**src/rtl/core/priority_queue_sorted_insert_top_macros.svh**
```systemverilog
// Assertion shorthands for the sorted queue RTL.
`ifndef PRIORITY_QUEUE_SORTED_INSERT_TOP_MACROS_SVH
`define PRIORITY_QUEUE_SORTED_INSERT_TOP_MACROS_SVH

// Same-cycle implication.
`define PQSI_ASSERT_IMP(lbl, ante, cons, msg) \
   lbl: assert property (@(posedge clock) disable iff (reset) (ante) |-> (cons)) \
      else $error(msg);

// Next-cycle implication.
`define PQSI_ASSERT_NXT(lbl, ante, cons, msg) \
   lbl: assert property (@(posedge clock) disable iff (reset) (ante) |=> (cons)) \
      else $error(msg);

`endif

```
**src/rtl/core/pqsi_pkg.sv**
```systemverilog
package pqsi_pkg;

   localparam int QUEUE_DEPTH = 16;
   localparam int CNT_W = $clog2(QUEUE_DEPTH + 1);
   localparam int VALUE_W = 32;
   localparam int PRI_W = 16;
   localparam int COUNT_FIELD_W = 5;

   typedef enum logic {
      OP_INSERT = 1'b0,
      OP_REMOVE = 1'b1
   } op_type;

   typedef struct packed {
      op_type                    operation;
      logic signed [VALUE_W-1:0] item_value;
      logic signed [PRI_W-1:0]   item_priority;
   } req_type;

   typedef struct packed {
      logic signed [VALUE_W-1:0] head_value;
      logic                      head_valid;
      logic                      error_flag;
      logic [COUNT_FIELD_W-1:0]  entry_count;
   } rsp_type;

   // Broadcast to every cell in the chain.
   typedef struct packed {
      logic                      insert;
      logic                      remove;
      logic signed [VALUE_W-1:0] value;
      logic signed [PRI_W-1:0]   pri;
   } cell_ctrl_type;

   typedef struct packed {
      logic signed [VALUE_W-1:0] value;
      logic signed [PRI_W-1:0]   pri;
   } entry_type;

endpackage

```
**src/rtl/core/pqsi_cell.sv**
```systemverilog
module pqsi_cell import pqsi_pkg::*; (
   input  logic          clock,
   input  cell_ctrl_type ctrl,
   input  logic          occupied,
   input  logic          left_ahead,
   input  entry_type     left_entry,
   input  entry_type     right_entry,
   output entry_type     entry,
   output logic          ahead
);

   entry_type entry_ff;
   entry_type entry_in;

   // Held entry stays in front of the new one on equal priority (arrival order).
   assign ahead = occupied && ($signed(entry_ff.pri) <= $signed(ctrl.pri));
   assign entry = entry_ff;

   always_comb begin
      entry_in = entry_ff;
      priority if (ctrl.insert) begin
         if (!ahead) begin
            if (left_ahead) begin
               entry_in.value = ctrl.value;
               entry_in.pri   = ctrl.pri;
            end else begin
               entry_in = left_entry;
            end
         end
      end else if (ctrl.remove) begin
         entry_in = right_entry;
      end
   end

   always_ff @(posedge clock) begin
      entry_ff <= entry_in;
   end

endmodule

```
**src/rtl/core/priority_queue_sorted_insert_top.sv**
```systemverilog
// Sorted priority queue built as a chain of compare-and-shift cells.
// Each rsp beat is registered and appears in the cycle after its req beat is accepted.
// Throughput: one item per cycle while rsp is taken; every cell compares and
// shifts in the same cycle, so the whole chain updates at once on insert or remove.
// Reset clears the entry count and rsp valid; the rsp payload and cell storage are not reset.
`include "priority_queue_sorted_insert_top_macros.svh"

module priority_queue_sorted_insert_top import pqsi_pkg::*; (
   input  logic    clock,
   input  logic    reset,
   input  logic    req_valid,
   output logic    req_ready,
   input  req_type req,
   output logic    rsp_valid,
   input  logic    rsp_ready,
   output rsp_type rsp
);

   logic [CNT_W-1:0] count_ff;
   logic [CNT_W-1:0] count_in;
   logic             rsp_valid_ff;
   logic             rsp_valid_in;
   rsp_type          rsp_ff;
   rsp_type          rsp_in;

   logic             req_fire;
   logic             full;
   logic             empty;
   logic             err;
   cell_ctrl_type    ctrl;

   entry_type        entries [QUEUE_DEPTH];
   logic [QUEUE_DEPTH-1:0] aheads;
   logic [QUEUE_DEPTH-1:0] occupied;

   assign req_ready = !rsp_valid_ff || rsp_ready;
   assign req_fire  = req_valid && req_ready;
   assign full      = (count_ff == CNT_W'(QUEUE_DEPTH));
   assign empty     = (count_ff == '0);
   assign err       = (req.operation == OP_INSERT) ? full : empty;

   always_comb begin
      ctrl.insert = req_fire && !err && (req.operation == OP_INSERT);
      ctrl.remove = req_fire && !err && (req.operation == OP_REMOVE);
      ctrl.value  = req.item_value;
      ctrl.pri    = req.item_priority;
   end

   genvar gi;
   generate
      for (gi = 0; gi < QUEUE_DEPTH; gi++) begin : g_cell
         logic      left_ahead;
         entry_type left_entry;
         entry_type right_entry;

         assign occupied[gi] = (CNT_W'(gi) < count_ff);

         if (gi == 0) begin : g_first
            assign left_ahead = 1'b1;
            assign left_entry = '0;
         end else begin : g_mid
            assign left_ahead = aheads[gi-1];
            assign left_entry = entries[gi-1];
         end

         if (gi == QUEUE_DEPTH - 1) begin : g_last
            assign right_entry = '0;
         end else begin : g_inner
            assign right_entry = entries[gi+1];
         end

         pqsi_cell u_cell (
            .clock       (clock),
            .ctrl        (ctrl),
            .occupied    (occupied[gi]),
            .left_ahead  (left_ahead),
            .left_entry  (left_entry),
            .right_entry (right_entry),
            .entry       (entries[gi]),
            .ahead       (aheads[gi])
         );
      end
   endgenerate

   always_comb begin
      count_in = count_ff;
      priority if (ctrl.insert) begin
         count_in = count_ff + CNT_W'(1);
      end else if (ctrl.remove) begin
         count_in = count_ff - CNT_W'(1);
      end
   end

   always_comb begin
      rsp_in             = rsp_ff;
      rsp_valid_in       = rsp_valid_ff;
      if (rsp_ready) begin
         rsp_valid_in = 1'b0;
      end
      if (req_fire) begin
         rsp_valid_in       = 1'b1;
         rsp_in.head_valid  = ctrl.remove;
         rsp_in.head_value  = ctrl.remove ? entries[0].value : '0;
         rsp_in.error_flag  = err;
         rsp_in.entry_count = COUNT_FIELD_W'(count_in);
      end
   end

   always_ff @(posedge clock) begin
      if (reset) begin
         count_ff     <= '0;
         rsp_valid_ff <= 1'b0;
      end else begin
         count_ff     <= count_in;
         rsp_valid_ff <= rsp_valid_in;
      end
      rsp_ff <= rsp_in;
   end

   assign rsp_valid = rsp_valid_ff;
   assign rsp       = rsp_ff;

   `PQSI_ASSERT_IMP(a_count_bound, 1'b1, count_ff <= CNT_W'(QUEUE_DEPTH), "count over depth")
   `PQSI_ASSERT_IMP(a_flags_excl, rsp_valid, !(rsp.head_valid && rsp.error_flag), "valid and error")
   `PQSI_ASSERT_IMP(a_head_sorted, occupied[1], $signed(entries[0].pri) <= $signed(entries[1].pri), "head out of order")
   `PQSI_ASSERT_NXT(a_err_hold, req_fire && err, rsp_valid && rsp.error_flag && $stable(count_ff), "error changed count")
   `PQSI_ASSERT_NXT(a_remove_count, ctrl.remove, count_ff == $past(count_ff) - CNT_W'(1), "remove count slip")

endmodule
```
**config.mk**
```make
export PLATFORM = sky130hd
export DESIGN_NAME = priority_queue_sorted_insert_top
export DESIGN_NICKNAME = d
export VERILOG_FILES = /design/src/rtl/core/pqsi_pkg.sv /design/src/rtl/core/pqsi_cell.sv /design/src/rtl/core/priority_queue_sorted_insert_top.sv
export VERILOG_INCLUDE_DIRS = /design/src /design/src/rtl/core
export SDC_FILE = /design/constraint.sdc
export NUM_CORES = 2
export LEC_CHECK = 0
export BUFFER_PORTS_ARGS = -buffer_cell sky130_fd_sc_hd__buf_2
export CORE_ASPECT_RATIO = 0.5
export CORE_MARGIN = 2
export CORE_UTILIZATION = 58
export CTS_CLUSTER_SIZE = 40
export DETAILED_ROUTE_END_ITERATION = 6
export GPL_ROUTABILITY_DRIVEN = 0
export GPL_TIMING_DRIVEN = 0
export PLACE_DENSITY = 0.76
export SYNTH_ARGS = -nofsm -noshare
export SYNTH_HDL_FRONTEND = slang
export SYNTH_SLANG_ARGS = --single-unit
```
**constraint.sdc**
```tcl
create_clock -name clock -period 14.85 [get_ports clock]
set_input_delay 1.485 -clock clock [delete_from_list [all_inputs] [get_ports clock]]
set_output_delay 1.485 -clock clock [all_outputs]
set_load 0.01 [all_outputs]
```
==> Word-level counts from Yosys, hierarchy flattened <==
Cells that the tools add are included.
Widths: inputs -> output; s select.
{ "totals": {"regBits": 813, "out_inout_bits": 41, "word_cells": 200} }
{ "classes": {"addsub": 2, "n_lt_le_gt_ge": 32, "n_eq_ne": 17, "n_mux": 68, "bitwise": 1, "n_reduce_logical": 42} }
{ "op_table": {"columns": ["op", "n"], "rows": [
  ["$mux 48", 63],
  ["$le 16x16->1", 16],
  ["$lt 4x5->1 const A", 8],
  ["$ne 2x2->1 const B", 16],
  ["$reduce_and 2->1", 16],
  ["$logic_and 1x1->1", 20],
  ["$lt 3x5->1 const A", 4],
  ["$lt 1x5->1 const A", 2],
  ["$lt 2x5->1 const A", 2],
  ["$mux 5", 2],
  ["$add 5x1->5 const B", 1],
  ["$eq 5x5->1 const B", 1],
  ["$logic_not 5->1", 1],
  ["$sub 5x1->5 const B", 1],
  ["$reduce_bool 2->1", 2],
  ["$mux 1", 3],
  ["$logic_not 1->1", 2],
  ["$logic_or 1x1->1", 1],
  ["$not 1->1", 1]
]} }

==> Longest topological paths before layout <==
{ "depth": {"word_depth": 7, "ltp_mapped": 13} }

==> Modules after synthesis <==
Synthesis repeated with hierarchy kept, for this count alone.
{ "hier_totals": {"hier_cells": 4555, "hier_area_um2": 48129.9} }
{ "by_module_without_submodules": {"columns": ["module", "n_inst", "cells_each", "area_each_um2"], "rows": [
  ["pqsi_cell (g_cell[0].u_cell ...)", 10, 277, 2892.8],
  ["pqsi_cell (g_cell[5].u_cell ...)", 5, 271, 2855.2],
  ["pqsi_cell (g_cell[12].u_cell)", 1, 276, 2900.3],
  ["priority_queue_sorted_insert_top", 1, 154, 2025.7]
]} }

==> Worst setup path before layout <==
OpenSTA, ideal clock, no wires.
{ "synth_path": {"path_type": "input-to-reg", "start": "input req[1] (netlist bit)", "end": "register g_cell[15].u_cell.entry_ff, in the netlist g_cell[15].u_cell.entry[0], enable pin", "t_arrival_ps": 10433, "path_slack_ps": 3706, "cell_stages": 10, "path_cell_list": "clkbuf_1 -> inv_1 -> ha_1 -> nor2b_1 -> o21ai_0 -> nand2b_1 -> a21oi_1 -> o21ai_0 -> a21oi_1 -> a2111oi_0"} }
{ "synth_via": {"elab_chain_cells": 4} }
{ "synth_lines": {"columns": ["item", "line_no", "source"], "rows": [
  ["start: declaration", "priority_queue_sorted_insert_top.sv:13", "input req_type req,"],
  ["$le 16x16->1", "pqsi_cell.sv:16", "assign ahead = occupied && ($signed(entry_ff.pri) <= $signed(ctrl.pri));"],
  ["$logic_and 1x1->1", "pqsi_cell.sv:16", null],
  ["$ne 2x2->1 (no source line)", null, null],
  ["$reduce_and 2->1 (no source line)", null, null],
  ["end signal: assignment", "pqsi_cell.sv:36", "entry_ff <= entry_in;"],
  ["end: declaration", "pqsi_cell.sv:12", "entry_type entry_ff;"]
]} }
Every way passes these cells.
A chain may end at the register's enable or synchronous reset.

==> Final worst setup path <==
{ "layout_path": {"start": "input req[10] (netlist bit)", "end": "register g_cell[5].u_cell.entry_ff, in the netlist g_cell[5].u_cell.entry[21], enable pin"} }
{ "layout_via": {"elab_chain_cells": 4} }
{ "layout_lines": {"columns": ["item", "line_no"], "rows": [
  ["$le 16x16->1", "pqsi_cell.sv:16"],
  ["$logic_and 1x1->1", "pqsi_cell.sv:16"],
  ["$ne 2x2->1 (no source line)", null],
  ["$reduce_and 2->1 (no source line)", null],
  ["end signal: assignment", "pqsi_cell.sv:36"],
  ["end: declaration", "pqsi_cell.sv:12"]
]} }
Every way passes these cells.

==> reports/qor.yml <==
final_nets: 4780
synth_seq_area_share: 0.5357
final_cell_mix: "807 x edfxtp_1, 758 x nand2_1, 416 x a21oi_1, 290 x mux2i_1, 270 x nor2_1"
ff2ff_setup_slack_ns: 9.41
vias_per_cell: 7.209
core_um2: 77470
fill_cells: 5973
synth_edf_count: 807
track_usage: 0.4082
grt_pass1_wl_um: 244300
total_power_mw: 6.768
drc: 2
post_synth.cell_area_avg_um2: 10.52
reg2reg_depth: 8
maxCapViolCount: 2
netlist_top_cells_area: "edfxtp_1 53%, ha_1 7.1%, mux2i_1 6.4%"
antenna_found_initial: 8
critical_path.cell_chain: "clkbuf_1 -> inv_1 -> ha_1 -> nand4_1 -> nor4_1 -> a21boi_0 -> nor4_1 -> a21oi_2 -> clkbuf_1 -> o21a_4"
antenna_left: 0
cp.arrival_ns: 7.71
hpwl_um: 120600
die_h_um: 202.0
fin_ws_ns: 7.443
layout_min_cycle_time_ns: 7.407
grt_max_degree: 49
numCtsBuffers: 75
cts_sinks: 813
drv_slew: 19
drt_iter0_drc: 7702
synth_area_leader_cell: "edfxtp_1"
synth_cell_types: 68
ir_drop_v: 0.00008867
hold-path-endpoint: "rsp_valid"
clockRootBuffer: "clkbuf_16"
port_buffers: 46
synthToLayoutAreaGrowth_pct: 10.02
synthCells: 4320
cts-resized-gates: 0
cts_tree: "done"
fin_util: 0.6456
syn_area_um2: 45460
endpoint_kind: "register"
rows: 72
grt_pass1_vias: 38462
final_common_cell: "edfxtp_1"
max_freq_mhz: 135.0
io_pins: 94
critPathLaunchType: "input port"
max_slew_margin: -0.07681
vias: 40135
h-tree-depth: 3
finalInstanceArea_um2: 50020
post-place-ws_ns: 7.097
slowest_stage: "nor4_1"
synth_top_flop_cell: "edfxtp_1"
status: "finished, violations left"
p_per_area_nw_per_um2: 135.3
hold_viol: 0
synthArstFlopShare: 0
die_area_um2: 80780
grt-ovfl-total: 0
yosys_warnings: 0
crit-reg2reg-launch: "g_cell[5].u_cell.entry[15]"
p_leak_nw: 19.55
synth_top_area_share: 0.5330
cp_max_fo: 48
cts_setup_buffers: 0
initial_utilization: 0.5868
rsz0062_at_grt: "no"
violations: "design-rule violations, max-capacitance violations, max-slew violations"
finalSetupViolations: 0
r2r-end: "g_cell[5].u_cell.entry[21]"
cp_slowest_stage_delay_ns: 0.84
ys_seq_elements: 813
path_class: "input port to register"
placed_cell_area_um2: 47580
clockBufferDepth: 3
worstMarginPinSlew_ns: 1.570
setup_tns_ns: 0
period_share: 0.4988
clkLatencyLatePin_ns: 0.70
min_from: "rsp_valid"
die_w_um: 399.9
syn-num-nets: 4632
min_path_cells: 2
wl_um: 166700
hold_path_class: "register to register"
hold_buffers: 0
clk_pin_slew_ns: 0.07
drive_above_1_share: 0.06988
wl_per_cell_um: 29.95
required_ns: 15.16
worst_clock_skew_ns: 0.03187
drt-pass1-iter-count: 7
[flip-flops by register name, summed over array words and instances (netlist names)]
signal               cells
rsp                     39
rsp_valid                1
g_cell.u_cell.entry    768
count_ff                 5
[layer usage]
metal / wire length [um] / GRT usage / vias to the layer above
met3: 28430 / 0.1508 / 649
met2: 67530 / 0.5703 / 3878
met4: 9678 / 0.2008 / 6
li1: - / - / 16412
met1: 60970 / 0.5597 / 19190
met5: 123 / 0 / -
[cell families (layout without fill, tap and decap cells)]
family,Yosys count,count (layout),synth area share
buf+inv,432,634,0.03946
mux,291,291,0.06410
xor+xnor,5,5,0.001128
flops,813,813,0.5357
fa+ha+maj,259,259,0.07128
other cells,0,9,0
compound gates,1031,1031,0.1465
simple gates,1489,1489,0.1418
[per-stage QoR]
step | hold slack (ns) | std cells
2_1_floorplan | 0.4963 | 4320
3_3_place_gp | 0.4928 | 5402
3_5_place_dp | 0.5072 | 5427
4_1_cts | 0.5215 | 5558
5_1_grt | 0.5456 | 5559
6_report | 0.5177 | 5567
[final cells by class]
type,count,area [um2],share of cell area
Sequential cell,813,24350,0.4869
Buffer,345,1468,0.02934
Clock buffer,96,2019,0.04037
Tap cell,1036,1296,0.02591
Timing Repair Buffer,71,700.7,0.01401
Inverter,87,326.6,0.006529
Clock inverter,35,394.1,0.007879
Multi-Input combinational cell,3075,19440,0.3886
Antenna cell,9,22.52,0.0004502
[worst max path at each step]
stage | from | endpoint | slack (ns)
after floorplan | req[1] | g_cell[15].u_cell.entry[0] | 3.71
after global placement | req[9] | g_cell[15].u_cell.entry[37] | -2.74
after detailed placement | req[12] | g_cell[5].u_cell.entry[16] | 7.10
after CTS | req[12] | g_cell[5].u_cell.entry[5] | 7.78
after global routing | req[8] | g_cell[5].u_cell.entry[18] | 7.67
final | req[10] | g_cell[5].u_cell.entry[21] | 7.44
[synthesized netlist by cell type (5+ instances only)]
master	n
a2111oi_0	5
a211o_1	5
a211oi_1	5
a21boi_0	8
a21o_1	47
a21oi_1	418
a31oi_1	6
and3_1	38
and4_1	7
buf_1	29
buf_2	75
buf_4	7
buf_6	7
clkbuf_1	227
dfxtp_1	6
edfxtp_1	807
ha_1	259
inv_1	85
mux2i_1	290
nand2_1	758
nand2b_1	55
nand3_1	255
nand4_1	45
nor2_1	270
nor2b_1	24
nor3_1	12
nor4_1	7
o211ai_1	246
o21a_1	23
o21ai_0	126
o21ai_1	5
o221a_1	20
o221a_2	28
o221ai_1	55
[where the power goes]
group | switching [mW] | leakage (nW) | internal, mW
clock | 0.948 | 1.17 | 1.09
combinational | 1.05 | 10.6 | 0.483
sequential | 0.212 | 7.74 | 2.98
total | 2.21 | 19.5 | 4.56
[critical path: cells and delay by family]
| kind | cells | cell delay (ns) |
|---|---|---|
| adder cells (fa/ha/maj) | 1 | 0.58 |
| buffers and inverters | 3 | 2.22 |
| AO/OA/AOI/OAI | 3 | 2.23 |
| AND/OR/NAND/NOR | 3 | 1.12 |
(Power assumes the default switching activity.)
